===== config.mk =====
export PLATFORM = sky130hd
export DESIGN_NAME = stepper_link_command_reply_engine
export DESIGN_NICKNAME = d
export VERILOG_FILES = /design/src/design/slcr_pkg.sv /design/src/design/slcr_frame_build.sv /design/src/design/slcr_reply_match.sv /design/src/design/slcr_tx_seq.sv /design/src/design/stepper_link_command_reply_engine.sv
export SDC_FILE = /design/constraint.sdc
export NUM_CORES = 1
export LEC_CHECK = 0
export BUFFER_PORTS_ARGS = -buffer_cell sky130_fd_sc_hd__buf_2
export CORE_ASPECT_RATIO = 1.75
export CORE_MARGIN = 2
export CORE_UTILIZATION = 30
export CTS_CLUSTER_DIAMETER = 120
export DETAILED_ROUTE_END_ITERATION = 12
export HOLD_SLACK_MARGIN = 0.03
export SLEW_MARGIN = 40
export SYNTH_ARGS = -nofsm -noshare
export SYNTH_HDL_FRONTEND = slang
export SYNTH_SLANG_ARGS = --single-unit

===== constraint.sdc =====
create_clock -name clock -period 6.25 [get_ports clock]
set_clock_uncertainty 0.2 [all_clocks]
set_input_delay 0 -clock clock [delete_from_list [all_inputs] [get_ports clock]]
set_output_delay 0 -clock clock [all_outputs]
set_load 0.03 [all_outputs]

===== src/design/slcr_pkg.sv =====
// Package: shared types and constants for the stepper link command/reply engine.
`timescale 1ns / 1ps
`default_nettype none
package slcr_pkg;

   // Item selector on the request side
   localparam logic CMD_ISSUE = 1'b0;
   localparam logic CMD_RECV  = 1'b1;

   // Result kind
   localparam logic KIND_TX    = 1'b0;
   localparam logic KIND_REPLY = 1'b1;

   // Command opcodes
   localparam logic [3:0] OP_CALIB   = 4'd0;
   localparam logic [3:0] OP_ZERO    = 4'd1;
   localparam logic [3:0] OP_UNSTALL = 4'd2;
   localparam logic [3:0] OP_RDENC   = 4'd3;
   localparam logic [3:0] OP_RDPULSE = 4'd4;
   localparam logic [3:0] OP_RDPOS   = 4'd5;
   localparam logic [3:0] OP_RDERR   = 4'd6;
   localparam logic [3:0] OP_ENABLE  = 4'd7;
   localparam logic [3:0] OP_SPEED   = 4'd8;
   localparam logic [3:0] OP_POS     = 4'd9;

   // Function bytes
   localparam logic [7:0] FN_CALIB    = 8'h06;
   localparam logic [7:0] SUB_CALIB   = 8'h45;
   localparam logic [7:0] FN_ZERO     = 8'h0A;
   localparam logic [7:0] SUB_ZERO    = 8'h6D;
   localparam logic [7:0] FN_UNSTALL  = 8'h0E;
   localparam logic [7:0] SUB_UNSTALL = 8'h52;
   localparam logic [7:0] FN_RDENC    = 8'h30;
   localparam logic [7:0] FN_RDPULSE  = 8'h33;
   localparam logic [7:0] FN_RDPOS    = 8'h36;
   localparam logic [7:0] FN_RDERR    = 8'h39;
   localparam logic [7:0] FN_ENABLE   = 8'hF3;
   localparam logic [7:0] FN_SPEED    = 8'hF6;
   localparam logic [7:0] FN_POS      = 8'hFD;

   // Acknowledge status codes
   localparam logic [7:0] ACK_OK   = 8'h02;
   localparam logic [7:0] ACK_ERR  = 8'hEE;
   localparam logic [7:0] ACK_DONE = 8'h9F;

   localparam logic [11:0] SPEED_MAX = 12'h4FF;

   localparam int FRAME_MAX = 9;
   localparam int RX_DEPTH  = 6;

   // Built command frame
   typedef struct packed {
      logic [FRAME_MAX-1:0][7:0] bytes;
      logic [3:0]                len;      // total bytes, id through check byte
      logic                      known;    // opcode is one of the ten commands
      logic [2:0]                exp_len;  // reply length this command expects
   } frame_type;

   // Issue event seen by the reply matcher
   typedef struct packed {
      logic       valid;
      logic [3:0] op;
      logic [7:0] id;
      logic [2:0] exp_len;
   } issue_type;

endpackage
`default_nettype wire


===== src/design/slcr_frame_build.sv =====
// Frame builder: maps one issue item onto its command frame bytes.
`timescale 1ns / 1ps
`default_nettype none
module slcr_frame_build (
   input  wire logic [3:0]       op,
   input  wire logic [7:0]       dev_id,
   input  wire logic             direction,
   input  wire logic [15:0]      speed,
   input  wire logic [7:0]       accel,
   input  wire logic [23:0]      pulses,
   input  wire logic             enable_flag,
   input  wire logic [7:0]       check_byte,
   output slcr_pkg::frame_type   frame
);
   import slcr_pkg::*;

   logic [11:0] spd_clamp;
   logic [7:0]  dir_byte;

   // Saturate speed, then form the direction/speed-high byte
   always_comb begin
      if (speed > {4'd0, SPEED_MAX}) begin
         spd_clamp = SPEED_MAX;
      end else begin
         spd_clamp = speed[11:0];
      end
      dir_byte = {3'd0, direction, spd_clamp[11:8]};
   end

   // Frame contents per opcode
   always_comb begin
      frame          = '0;
      frame.bytes[0] = dev_id;
      frame.known    = 1'b1;
      case (op)
         OP_CALIB: begin
            frame.bytes[1] = FN_CALIB;
            frame.bytes[2] = SUB_CALIB;
            frame.bytes[3] = check_byte;
            frame.len      = 4'd4;
            frame.exp_len  = 3'd3;
         end
         OP_ZERO: begin
            frame.bytes[1] = FN_ZERO;
            frame.bytes[2] = SUB_ZERO;
            frame.bytes[3] = check_byte;
            frame.len      = 4'd4;
            frame.exp_len  = 3'd3;
         end
         OP_UNSTALL: begin
            frame.bytes[1] = FN_UNSTALL;
            frame.bytes[2] = SUB_UNSTALL;
            frame.bytes[3] = check_byte;
            frame.len      = 4'd4;
            frame.exp_len  = 3'd3;
         end
         OP_RDENC: begin
            frame.bytes[1] = FN_RDENC;
            frame.bytes[2] = check_byte;
            frame.len      = 4'd3;
            frame.exp_len  = 3'd4;
         end
         OP_RDPULSE: begin
            frame.bytes[1] = FN_RDPULSE;
            frame.bytes[2] = check_byte;
            frame.len      = 4'd3;
            frame.exp_len  = 3'd6;
         end
         OP_RDPOS: begin
            frame.bytes[1] = FN_RDPOS;
            frame.bytes[2] = check_byte;
            frame.len      = 4'd3;
            frame.exp_len  = 3'd6;
         end
         OP_RDERR: begin
            frame.bytes[1] = FN_RDERR;
            frame.bytes[2] = check_byte;
            frame.len      = 4'd3;
            frame.exp_len  = 3'd4;
         end
         OP_ENABLE: begin
            frame.bytes[1] = FN_ENABLE;
            frame.bytes[2] = {7'd0, enable_flag};
            frame.bytes[3] = check_byte;
            frame.len      = 4'd4;
            frame.exp_len  = 3'd3;
         end
         OP_SPEED: begin
            frame.bytes[1] = FN_SPEED;
            frame.bytes[2] = dir_byte;
            frame.bytes[3] = spd_clamp[7:0];
            frame.bytes[4] = accel;
            frame.bytes[5] = check_byte;
            frame.len      = 4'd6;
            frame.exp_len  = 3'd3;
         end
         OP_POS: begin
            frame.bytes[1] = FN_POS;
            frame.bytes[2] = dir_byte;
            frame.bytes[3] = spd_clamp[7:0];
            frame.bytes[4] = accel;
            frame.bytes[5] = pulses[23:16];
            frame.bytes[6] = pulses[15:8];
            frame.bytes[7] = pulses[7:0];
            frame.bytes[8] = check_byte;
            frame.len      = 4'd9;
            frame.exp_len  = 3'd3;
         end
         default: begin
            frame.known = 1'b0;
         end
      endcase
   end

endmodule
`default_nettype wire


===== src/design/slcr_reply_match.sv =====
// Reply matcher: collects received bytes and decodes replies to the last command.
`timescale 1ns / 1ps
`default_nettype none
module slcr_reply_match (
   input  wire logic                clock,
   input  wire logic                reset,
   input  wire slcr_pkg::issue_type issue,
   input  wire logic                rx_valid,
   input  wire logic [7:0]          rx_byte,
   input  wire logic [7:0]          check_byte,
   output logic                     hit,
   output logic [31:0]              value
);
   import slcr_pkg::*;

   logic [RX_DEPTH-1:0][7:0] rx_store_ff;
   logic [RX_DEPTH-1:0][7:0] rx_store_in;
   logic [2:0]               rx_count_ff, rx_count_in;
   logic [2:0]               expect_len_ff, expect_len_in;
   logic [3:0]               pending_op_ff, pending_op_in;
   logic [7:0]               target_id_ff, target_id_in;
   logic                     armed_ff, armed_in;
   logic                     take;
   logic [2:0]               cnt_next;
   logic                     full;
   logic                     is_short, is_long;

   // Collector update and reply decode
   always_comb begin
      rx_store_in   = rx_store_ff;
      rx_count_in   = rx_count_ff;
      expect_len_in = expect_len_ff;
      pending_op_in = pending_op_ff;
      target_id_in  = target_id_ff;
      armed_in      = armed_ff;
      hit           = 1'b0;
      value         = '0;
      full          = 1'b0;
      is_short      = (pending_op_ff == OP_RDENC) || (pending_op_ff == OP_RDERR);
      is_long       = (pending_op_ff == OP_RDPULSE) || (pending_op_ff == OP_RDPOS);
      take          = rx_valid && armed_ff && (expect_len_ff != 3'd0);
      cnt_next      = rx_count_ff + 3'd1;

      if (issue.valid) begin
         // new command: restart collection and arm for its reply
         rx_count_in   = '0;
         expect_len_in = issue.exp_len;
         pending_op_in = issue.op;
         target_id_in  = issue.id;
         armed_in      = 1'b1;
      end else if (take) begin
         for (int i = 0; i < RX_DEPTH; i++) begin
            if (rx_count_ff == 3'(i)) begin
               rx_store_in[i] = rx_byte;
            end
         end
         rx_count_in = cnt_next;
         full        = (cnt_next == expect_len_ff);
         if (full) begin
            rx_count_in = '0;
            if (rx_store_in[0] == target_id_ff) begin
               if (is_short && cnt_next == 3'd4) begin
                  hit   = 1'b1;
                  value = {16'd0, rx_store_in[1], rx_store_in[2]};
               end
               if (is_long && cnt_next == 3'd6) begin
                  hit   = 1'b1;
                  value = {rx_store_in[1], rx_store_in[2], rx_store_in[3], rx_store_in[4]};
               end
               if (cnt_next == 3'd3 && rx_store_in[2] == check_byte &&
                   (rx_store_in[1] == ACK_OK || rx_store_in[1] == ACK_ERR ||
                    rx_store_in[1] == ACK_DONE)) begin
                  hit   = 1'b1;
                  value = {24'd0, rx_store_in[1]};
               end
            end
         end
      end
   end

   // Control state
   always_ff @(posedge clock) begin
      if (reset) begin
         rx_count_ff   <= '0;
         expect_len_ff <= '0;
         pending_op_ff <= '0;
         target_id_ff  <= '0;
         armed_ff      <= 1'b0;
      end else begin
         rx_count_ff   <= rx_count_in;
         expect_len_ff <= expect_len_in;
         pending_op_ff <= pending_op_in;
         target_id_ff  <= target_id_in;
         armed_ff      <= armed_in;
      end
   end

   // Byte store, no reset
   always_ff @(posedge clock) begin
      rx_store_ff <= rx_store_in;
   end

   // Collector never runs past the expected reply length
   assert property (@(posedge clock) disable iff (reset)
      armed_ff |-> (rx_count_ff < expect_len_ff))
      else $error("rx count reached expected length without clearing");

   // A reply only comes out on a byte that completes the collection
   assert property (@(posedge clock) disable iff (reset)
      hit |-> (take && full))
      else $error("reply decoded outside a completed collection");

   // Issuing clears the collector on the next cycle
   assert property (@(posedge clock) disable iff (reset)
      issue.valid |=> (rx_count_ff == 3'd0) && armed_ff)
      else $error("issue did not restart the collector");

endmodule
`default_nettype wire


===== src/design/slcr_tx_seq.sv =====
// Transmit sequencer: holds one frame or reply and feeds the result register.
`timescale 1ns / 1ps
`default_nettype none
module slcr_tx_seq (
   input  wire logic                clock,
   input  wire logic                reset,
   input  wire logic                load_frame,
   input  wire slcr_pkg::frame_type frame,
   input  wire logic                load_reply,
   input  wire logic [31:0]         reply_value,
   output logic                     free,
   output logic                     rsp_valid,
   input  wire logic                rsp_ready,
   output logic                     rsp_kind,
   output logic [7:0]               rsp_byte,
   output logic                     rsp_last,
   output logic [31:0]              rsp_value
);
   import slcr_pkg::*;

   // Work register: one frame or one reply being drained
   logic                      w_valid_ff, w_valid_in;
   logic [FRAME_MAX-1:0][7:0] w_bytes_ff, w_bytes_in;
   logic [3:0]                w_len_ff, w_len_in;
   logic [3:0]                w_idx_ff, w_idx_in;
   logic                      w_kind_ff, w_kind_in;
   logic [31:0]               w_value_ff, w_value_in;

   // Result register
   logic                      o_valid_ff, o_valid_in;
   logic                      o_kind_ff, o_kind_in;
   logic [7:0]                o_byte_ff, o_byte_in;
   logic                      o_last_ff, o_last_in;
   logic [31:0]               o_value_ff, o_value_in;

   logic                      out_load;
   logic                      w_last;

   always_comb begin
      out_load = w_valid_ff && (!o_valid_ff || rsp_ready);
      w_last   = (w_idx_ff == w_len_ff - 4'd1);
      free     = !w_valid_ff || (out_load && w_last);

      // work register: step through bytes, reload on a new item
      w_valid_in = w_valid_ff;
      w_bytes_in = w_bytes_ff;
      w_len_in   = w_len_ff;
      w_idx_in   = w_idx_ff;
      w_kind_in  = w_kind_ff;
      w_value_in = w_value_ff;
      if (out_load) begin
         w_idx_in = w_idx_ff + 4'd1;
         if (w_last) begin
            w_valid_in = 1'b0;
         end
      end
      if (load_frame) begin
         w_valid_in = 1'b1;
         w_bytes_in = frame.bytes;
         w_len_in   = frame.len;
         w_idx_in   = '0;
         w_kind_in  = KIND_TX;
         w_value_in = '0;
      end else if (load_reply) begin
         w_valid_in = 1'b1;
         w_bytes_in = '0;
         w_len_in   = 4'd1;
         w_idx_in   = '0;
         w_kind_in  = KIND_REPLY;
         w_value_in = reply_value;
      end

      // result register
      o_valid_in = o_valid_ff && !rsp_ready;
      o_kind_in  = o_kind_ff;
      o_byte_in  = o_byte_ff;
      o_last_in  = o_last_ff;
      o_value_in = o_value_ff;
      if (out_load) begin
         o_valid_in = 1'b1;
         o_kind_in  = w_kind_ff;
         o_byte_in  = w_bytes_ff[w_idx_ff];
         o_last_in  = w_last;
         o_value_in = w_value_ff;
      end
   end

   always_ff @(posedge clock) begin
      if (reset) begin
         w_valid_ff <= 1'b0;
         w_idx_ff   <= '0;
         o_valid_ff <= 1'b0;
      end else begin
         w_valid_ff <= w_valid_in;
         w_idx_ff   <= w_idx_in;
         o_valid_ff <= o_valid_in;
      end
   end

   always_ff @(posedge clock) begin
      w_bytes_ff <= w_bytes_in;
      w_len_ff   <= w_len_in;
      w_kind_ff  <= w_kind_in;
      w_value_ff <= w_value_in;
      o_kind_ff  <= o_kind_in;
      o_byte_ff  <= o_byte_in;
      o_last_ff  <= o_last_in;
      o_value_ff <= o_value_in;
   end

   assign rsp_valid = o_valid_ff;
   assign rsp_kind  = o_kind_ff;
   assign rsp_byte  = o_byte_ff;
   assign rsp_last  = o_last_ff;
   assign rsp_value = o_value_ff;

   // A new frame or reply only lands in a free work register
   assert property (@(posedge clock) disable iff (reset)
      (load_frame || load_reply) |-> free)
      else $error("work register overwritten while draining");

   // Frame and reply never load together
   assert property (@(posedge clock) disable iff (reset)
      !(load_frame && load_reply))
      else $error("frame and reply loaded in one cycle");

   // Byte index stays inside the held frame
   assert property (@(posedge clock) disable iff (reset)
      w_valid_ff |-> (w_idx_ff < w_len_ff))
      else $error("byte index past end of frame");

   // A reply is always a single-item, last-marked result
   assert property (@(posedge clock) disable iff (reset)
      (o_valid_ff && o_kind_ff == KIND_REPLY) |-> o_last_ff)
      else $error("reply result without last mark");

endmodule
`default_nettype wire


===== src/design/stepper_link_command_reply_engine.sv =====
// Top level: host-side command framer and reply decoder for a stepper driver link.
//
// Request channel (req_*): one item per handshake. req_tuser = 0 issues a command
// frame built from the fields in req_tdata; req_tuser = 1 hands in one byte
// received from the driver. Result channel (rsp_*): rsp_tuser = 0 carries one
// frame byte to transmit, rsp_tuser = 1 a decoded reply value; rsp_tlast marks
// the final byte of a frame (always the check byte) and every reply.
// csr_we/csr_wdata write the check byte; write only while the block is idle.
//
// The first result of an item passes through the work register, then the
// result register.
// Throughput: one byte per cycle moves from the work register to the result
// register unless it is stalled; the next item is taken in the cycle its last
// byte moves. Items without a result (dropped bytes, partial replies, unknown
// opcodes) are taken every cycle while the work register is free.
// Reset clears the sequencer, the result register and the reply matcher
// (nothing armed, check byte back to 0x6B). When the receiver holds rsp_tready
// low the result register holds, then the work register, then req_tready drops.
`timescale 1ns / 1ps
`default_nettype none
module stepper_link_command_reply_engine (
   input  wire logic        clock,
   input  wire logic        reset,
   input  wire logic        req_tvalid,
   output logic             req_tready,
   // {op[3:0], dev_id[11:4], direction[12], speed[28:13], accel[36:29],
   //  pulses[60:37], enable_flag[61], rx_byte[69:62], pad[71:70]}
   input  wire logic [71:0] req_tdata,
   // cmd
   input  wire logic        req_tuser,
   output logic             rsp_tvalid,
   input  wire logic        rsp_tready,
   // {tx_byte[7:0], reply_value[39:8]}
   output logic [39:0]      rsp_tdata,
   // out_kind
   output logic             rsp_tuser,
   output logic             rsp_tlast,
   input  wire logic        csr_we,
   input  wire logic [7:0]  csr_wdata
);
   import slcr_pkg::*;

   logic [7:0]  check_ff, check_in;
   logic        accept;
   frame_type   frame;
   issue_type   issue;
   logic        hit;
   logic [31:0] value;
   logic        free;
   logic        rsp_kind;
   logic [7:0]  rsp_byte;
   logic [31:0] rsp_value;

   // Check byte register
   always_comb begin
      check_in = csr_we ? csr_wdata : check_ff;
   end

   always_ff @(posedge clock) begin
      if (reset) begin
         check_ff <= 8'd107;
      end else begin
         check_ff <= check_in;
      end
   end

   assign req_tready = free;
   assign accept     = req_tvalid && req_tready;

   slcr_frame_build u_build (
      .op          (req_tdata[3:0]),
      .dev_id      (req_tdata[11:4]),
      .direction   (req_tdata[12]),
      .speed       (req_tdata[28:13]),
      .accel       (req_tdata[36:29]),
      .pulses      (req_tdata[60:37]),
      .enable_flag (req_tdata[61]),
      .check_byte  (check_ff),
      .frame       (frame)
   );

   // Issue event for the matcher
   always_comb begin
      issue.valid   = accept && (req_tuser == CMD_ISSUE) && frame.known;
      issue.op      = req_tdata[3:0];
      issue.id      = req_tdata[11:4];
      issue.exp_len = frame.exp_len;
   end

   slcr_reply_match u_match (
      .clock      (clock),
      .reset      (reset),
      .issue      (issue),
      .rx_valid   (accept && (req_tuser == CMD_RECV)),
      .rx_byte    (req_tdata[69:62]),
      .check_byte (check_ff),
      .hit        (hit),
      .value      (value)
   );

   slcr_tx_seq u_seq (
      .clock       (clock),
      .reset       (reset),
      .load_frame  (issue.valid),
      .frame       (frame),
      .load_reply  (hit),
      .reply_value (value),
      .free        (free),
      .rsp_valid   (rsp_tvalid),
      .rsp_ready   (rsp_tready),
      .rsp_kind    (rsp_kind),
      .rsp_byte    (rsp_byte),
      .rsp_last    (rsp_tlast),
      .rsp_value   (rsp_value)
   );

   assign rsp_tuser = rsp_kind;
   assign rsp_tdata = {rsp_value, rsp_byte};

endmodule
`default_nettype wire

# --- Word-level counts from Yosys, hierarchy flattened ---
# Index checks and enable logic that the tools add are counted.
# W data, S select, Z words.
op_classes:
  add_sub_neg: 3
  n_lt_le_gt_ge: 2
  n_eq_ne: 27
  mux: 44
  bitwise: 2
  reduce_logical: 39
op_table:
  columns: ["operator", "n"]
  rows:
  - ["$mux W32", 5]
  - ["$pmux W16 S10", 1]
  - ["$mux W72", 2]
  - ["$mux W8", 12]
  - ["$bmux W8 S4", 1]
  - ["$pmux W16 S2", 1]
  - ["$eq A4 B3 Y1 const B", 7]
  - ["$mux W24", 1]
  - ["$eq A8 B8 Y1", 2]
  - ["$eq A8 B8 Y1 const B", 2]
  - ["$gt A16 B11 Y1 const B", 1]
  - ["$mux W16", 1]
  - ["$pmux W4 S4", 1]
  - ["$pmux W8 S2", 1]
  - ["$logic_and A1 B1 Y1", 13]
  - ["$mux W1", 13]
  - ["$eq A4 B2 Y1 const B", 3]
  - ["$mux W12", 1]
  - ["$reduce_or A10 Y1", 1]
  - ["$eq A3 B2 Y1 const B", 3]
  - ["$eq A3 B3 Y1 const B", 3]
  - ["$pmux W3 S3", 1]
  - ["$reduce_bool A3 Y1", 3]
  - ["$eq A4 B4 Y1 const B", 2]
  - ["22 further kinds", 36]
word_totals:
  regBits: 224
  inputBits: 86
  wordCells: 147

# --- Logic depth before layout (Yosys ltp) ---
depth:
  depth_word: 22
  mapped_depth: 13
  depth_no_buf: 9

# --- By module ---
# Synthesis repeated with hierarchy kept, for this count alone.
unflattened:
  hier_cells: 946
  area_unflattened_um2: 10968.0
modules_own_cells:
  columns: ["mod", "instances", "cells_per_inst", "area_each_um2", "seq_area_each_um2"]
  rows:
  - ["slcr_tx_seq", 1, 423, 6198.4, 4324.1]
  - ["slcr_reply_match", 1, 338, 3473.3, 1581.5]
  - ["slcr_frame_build", 1, 157, 980.9, 0.0]
  - ["stepper_link_command_reply_engine", 1, 28, 315.3, 160.2]

# --- Worst setup path after synthesis ---
# No wires, ideal clock.
synth_path:
  path_type: "register to register"
  startpoint: "register u_seq.w_len_ff[0]"
  endpoint: "register u_seq.w_bytes_ff[0] (netlist name) (enable)"
  setup_ns: 0.434
  arrival_time_ns: 4.349
  required_time_ns: 5.616
  setup_slack_ns: 1.267
  stages_incl_launch_ff: 10
  n_path_buf: 0
  path_cell_list: "edfxtp_1 -> inv_1 -> ha_1 -> xor2_1 -> nand2_1 -> o41ai_2 -> nand3_2 -> nor3_4 -> o21ai_0 -> nand2_1"
synth_between:
  elab_chain_len: 11
  word_cells_on_any_way: 13
  classes_between: "1 x add/sub; 1 x eq/ne; 2 x mux; 9 x reduce/logical"
synth_lines:
  columns: ["item", "line_no", "source"]
  rows:
  - ["start: declaration", "slcr_tx_seq.sv:24", "logic [3:0] w_len_ff, w_len_in;"]
  - ["start signal: assignment", "slcr_tx_seq.sv:102", "w_len_ff <= w_len_in;"]
  - ["$sub A4 B1 Y4 (*)", "slcr_tx_seq.sv:41", "w_last = (w_idx_ff == w_len_ff - 4'd1);"]
  - ["$eq A4 B4 Y1 (*)", "slcr_tx_seq.sv:41", null]
  - ["$logic_and A1 B1 Y1 (*)", "slcr_tx_seq.sv:42", "free = !w_valid_ff || (out_load && w_last);"]
  - ["$logic_or A1 B1 Y1 (*)", "slcr_tx_seq.sv:42", null]
  - ["named net req_tready", "stepper_link_command_reply_engine.sv:25", "output logic req_tready,"]
  - ["$logic_and A1 B1 Y1 (*)", "stepper_link_command_reply_engine.sv:68", "assign accept = req_tvalid && req_tready;"]
  - ["$logic_and A1 B1 Y1", "stepper_link_command_reply_engine.sv:94", ".rx_valid (accept && (req_tuser == CMD_RECV)),"]
  - ["$logic_and A1 B1 Y1 (2 in series)", "slcr_reply_match.sv:41", "take = rx_valid && armed_ff && (expect_len_ff != 3'd0);"]
  - ["$mux W1", "slcr_reply_match.sv:51", "end else if (take) begin"]
  - ["$mux W1", "slcr_reply_match.sv:44", "if (issue.valid) begin"]
  - ["$reduce_bool A2 Y1 (no source line) (*)", null, null]
  - ["end signal: assignment", "slcr_tx_seq.sv:101", "w_bytes_ff <= w_bytes_in;"]
  - ["end: declaration", "slcr_tx_seq.sv:23", "logic [FRAME_MAX-1:0][7:0] w_bytes_ff, w_bytes_in;"]
# Mark *: on every way through the listed nets, which the timed path passes. The rest lies on a longest branch.
# A chain may end at the register's enable or synchronous reset.

# --- Worst setup path in the final report ---
layout_path:
  startpoint: "register u_match.rx_count_ff[0]"
  endpoint: "register u_seq.w_bytes_ff[43] (netlist name) (enable)"
layout_between:
  elab_chain_len: 14
  word_cells_on_any_way: 36
  classes_between: "1 x add/sub; 11 x eq/ne; 16 x mux; 8 x reduce/logical"
layout_lines:
  columns: ["item", "line_no", "source"]
  rows:
  - ["start: declaration", "slcr_reply_match.sv:18", "logic [2:0] rx_count_ff, rx_count_in;"]
  - ["start signal: assignment", "slcr_reply_match.sv:90", "rx_count_ff <= rx_count_in;"]
  - ["$eq A3 B1 Y1", "slcr_reply_match.sv:53", "if (rx_count_ff == 3'(i)) begin"]
  - ["$mux W8", "slcr_reply_match.sv:53", null]
  - ["$mux W8", "slcr_reply_match.sv:51", null]
  - ["$mux W8", "slcr_reply_match.sv:44", null]
  - ["$eq A8 B2 Y1 or $eq A8 B8 Y1 (tied branches)", "slcr_reply_match.sv:71", "(rx_store_in[1] == ACK_OK || rx_store_in[1] == ACK_ERR ||"]
  - ["$logic_or A1 B1 Y1 (2 in series)", "slcr_reply_match.sv:71", null]
  - ["$logic_and A1 B1 Y1", "slcr_reply_match.sv:70", "if (cnt_next == 3'd3 && rx_store_in[2] == check_byte &&"]
  - ["$mux W1", "slcr_reply_match.sv:70", null]
  - ["$mux W1", "slcr_reply_match.sv:61", "if (rx_store_in[0] == target_id_ff) begin"]
  - ["$mux W1 (*)", "slcr_reply_match.sv:59", "if (full) begin"]
  - ["$mux W1 (*)", "slcr_reply_match.sv:51", null]
  - ["$mux W1 (*)", "slcr_reply_match.sv:44", null]
  - ["$reduce_bool A2 Y1 (no source line) (*)", null, null]
# Every way passes the cells marked *; elsewhere a longest branch is shown, timed or not. The select of a mux whose other input is x is not followed.

==> results.md <==
* Worst slew pin tran at 0.8057 ns
* Nets at roughly 1.2k
* Post-synthesis sequential area ratio at 0.5995
* Multi-input logic area at 3667 um^2
* Peak supply drop at around 0.14 mV
* Syn_area_per_cell at approximately 12 um^2
* Remaining antenna violation count at 0
* Hold WC Path Type: input pin to flip-flop
* Drt total wl at between 20000 and 30000 um
* Critical Setup Path Class: flip-flop to flip-flop
* Die Span Y at 245.7 um
* Vias/cell at slightly below 5
* Library cells used by synthesis at 65
* # IOs at between 100 and 150
* Site Rows at slightly below 90
* GRT Overall Usage at 0.1612
* Critical path startpoint category: flip-flop
* Layout Utilization at 0.3989
* Die area at roughly 35000 um^2
* Clock transition at path regs at 0.06 ns
* Setup_tns at 0 ns
* Min Clock Period, post-route at 4.351 ns
* Filler Cell Count at around 3.1k
* Largest net degree at the start of global routing at 75
* Placed insts at 1349
* Setup violators final at 0
* Clock sink total at ~220
* Fmax at ~230 MHz
* Layout cell share with drive strength beyond 1 at 0.2117
* Hold Vio Cnt, Final at 0
* Tcrit/Tclk final at 0.6961
* Maximum root-to-sink buffer count at 3
* Hold WS at approximately 0.11 ns
* Slew Viols, Final at 0
* Port buffer count at 127
* Crit-path max FO at 74
* Initial DRC Count at about 580
* Mapped Cells at around 860
* DRT Pass-1 Iters at 5
* Via count at 7374
* CP endpoint kind: flip-flop
* Syn Std Cell Area at around 10000 um^2
* DRC viols at 0
* Outcome: finished, final reports clean
* Synth Register Bits at 222
* Final GP Congestion at 0.8751
* Num CTS Buffers at 22
* Leak pwr at 4.911 nW
* Max-slew headroom at 0.4615
* Critical path required time at 6.22 ns
* Sequential Area at between 6000 and 7000 um^2
* Global-route wire length before repair at 43350 um
* Die Wd at 142.1 um
* Primary FF master, synth: edfxtp_1
* Vias in the first global route at 7619
* Clock Latency Late Sink at ~0.52 ns
* Post-CTS setup buffers at 0
* Layout area overhead at 31.07%
* Post-DR wirelength/cell at between 15 and 20 um
* Post-synth EDFFs at 156
* H-tree levels at 1
* Async SR Flop Fraction at 0
* Post-route insts no fill at 1520
* Post-Syn Nets at 956
* Starting density of the core at 0.3043
* RSZ-0062 raised after global routing: no
* Diodes inserted at 0
* PD cells at between 200 and 300 nW/um^2
* CTS tree: done
* Clk Tree Root Cell: clkbuf_16
* Post-DP HPWL at 19630 um
* CORE AREA at 32920 um^2
* Initial antenna violation count at 0
* Max Cap Violations at 0
* Crit path DAT at 4.32 ns
* Grt total ovfl at 0
* Synth Warn # at 0
cells by family after synthesis:
| group | synth area share |
|---|---|
| compound gates | 0.09704 |
| xor+xnor | 0.02535 |
| fa+ha+maj | 0.01099 |
| buf+inv | 0.04072 |
| flops | 0.5995 |
| mux | 0.09142 |
| simple gates | 0.1350 |
layout make-up:
type | count | share of cell area
flip-flops and latches | 222 | 0.4574
well taps | 405 | 0.03859
clock inverters | 8 | 0.009433
repair buffers | 268 | 0.1549
multi-input cells | 547 | 0.2793
clock buffers | 32 | 0.04955
inverters | 38 | 0.01086
synthesized netlist by cell type, types with 3 or more instances:
master	number	area (um^2)
o21ai_0	56	280.3
nand2_1	122	457.9
mux2_2	32	360.4
a22o_1	9	78.83
o21a_1	3	22.52
a31oi_1	4	25.02
nand2b_1	12	75.07
o21ai_1	10	50.05
clkbuf_1	36	135.1
o211ai_1	4	30.03
buf_1	7	26.28
edfxtp_1	156	4684
and3_1	14	87.58
a32oi_1	7	61.31
nor2_1	51	191.4
and2_1	21	131.4
inv_1	38	142.6
ha_1	8	100.1
buf_2	5	25.02
nand4_1	5	31.28
nor3_1	19	95.09
nand3_1	9	45.04
mux4_2	12	270.3
xor2_1	11	96.34
xnor2_1	18	157.7
dfxtp_1	66	1321
o22ai_1	7	43.79
a22oi_1	8	60.06
a21oi_1	34	170.2
nor2b_1	6	37.54
buf_6	7	78.83
mux2i_1	27	270.3
sequential cells by signal, indices dropped and copies added, names as in the netlist:
name,cells
u_seq.w_bytes_ff,70
u_match.rx_store_ff,40
u_seq.rsp_value,32
u_seq.w_value_ff,32
check_ff,8
u_match.target_id_ff,8
u_seq.rsp_byte,8
u_match.pending_op_ff,4
u_seq.w_idx_ff,4
u_seq.w_len_ff,4
u_match.expect_len_ff,3
u_match.rx_count_ff,3
u_match.armed_ff,1
u_seq.rsp_kind,1
u_seq.rsp_last,1
u_seq.rsp_valid,1
u_seq.w_kind_ff,1
u_seq.w_valid_ff,1
cells in the final DEF, fill, tap and decap left out, types with 32 or more instances in the layout:
| cell | synthesis | layout |
|---|---|---|
| edfxtp_1 | 156 | 156 |
| dlygate4sd3_1 | 0 | 131 |
| mux2_2 | 32 | 32 |
| buf_2 | 5 | 127 |
| dfxtp_1 | 66 | 66 |
| o21ai_0 | 56 | 56 |
| a21oi_1 | 34 | 34 |
| nand2_1 | 122 | 121 |
| inv_1 | 38 | 37 |
| nor2_1 | 51 | 49 |
worst max-delay path, stage by stage (launching register included):
cell     delay (ns)
dfxtp_1        0.39
ha_1           0.23
ha_1           0.36
xnor2_1        0.15
nor3_1         0.58
a21bo_1        0.29
or4_4          0.60
nor3_4         0.35
o21ai_0        0.28
nand2_2        0.16
buf_12         0.34
power by group:
group	switching (mW)	leakage [nW]	internal, mW
Clock	0.574	0.368	0.851
Combinational	0.155	2.62	0.127
Sequential	0.0257	1.92	1.61
final timing paths:
kind	cells past startpoint	slack [ns]	from	endpoint
setup reg to reg	10	1.90	u_match.rx_count_ff[0]	u_seq.w_bytes_ff[43]
hold / removal	3	0.11	req_tdata[46]	u_seq.w_bytes_ff[49]
hold reg to reg	0	0.23	u_seq.w_value_ff[27]	u_seq.rsp_value[27]
setup / recovery	10	1.90	u_match.rx_count_ff[0]	u_seq.w_bytes_ff[43]
stage by stage:
| stage | cell area, um^2 | worst slack, ns | total power [mW] |
|---|---|---|---|
| global route | 13130 | 1.723 | 3.455 |
| floorplan | 10020 | 1.267 | 1.796 |
| detailed placement | 11050 | 1.959 | 1.892 |
| global placement | 11000 | 1.997 | 1.887 |
| CTS | 13130 | 1.934 | 3.372 |
| finish | 13130 | 1.899 | 3.343 |
layer usage:
| layer | part of all wire | vias to the layer above | global-route usage |
|---|---|---|---|
| met4 | 0.028 | 0 | 0.05618 |
| met5 | 0 | - | 0 |
| met3 | 0.042 | 42 | 0.02045 |
| met1 | 0.37 | 3585 | 0.1687 |
| met2 | 0.56 | 187 | 0.3217 |
| li1 | - | 3560 | - |
repair_timing:
item,in CTS,in global routing
resized for setup,0,0
hold buffers,131,0
endpoints found under the hold margin,163,0
Power figures use the tool's default switching activity.
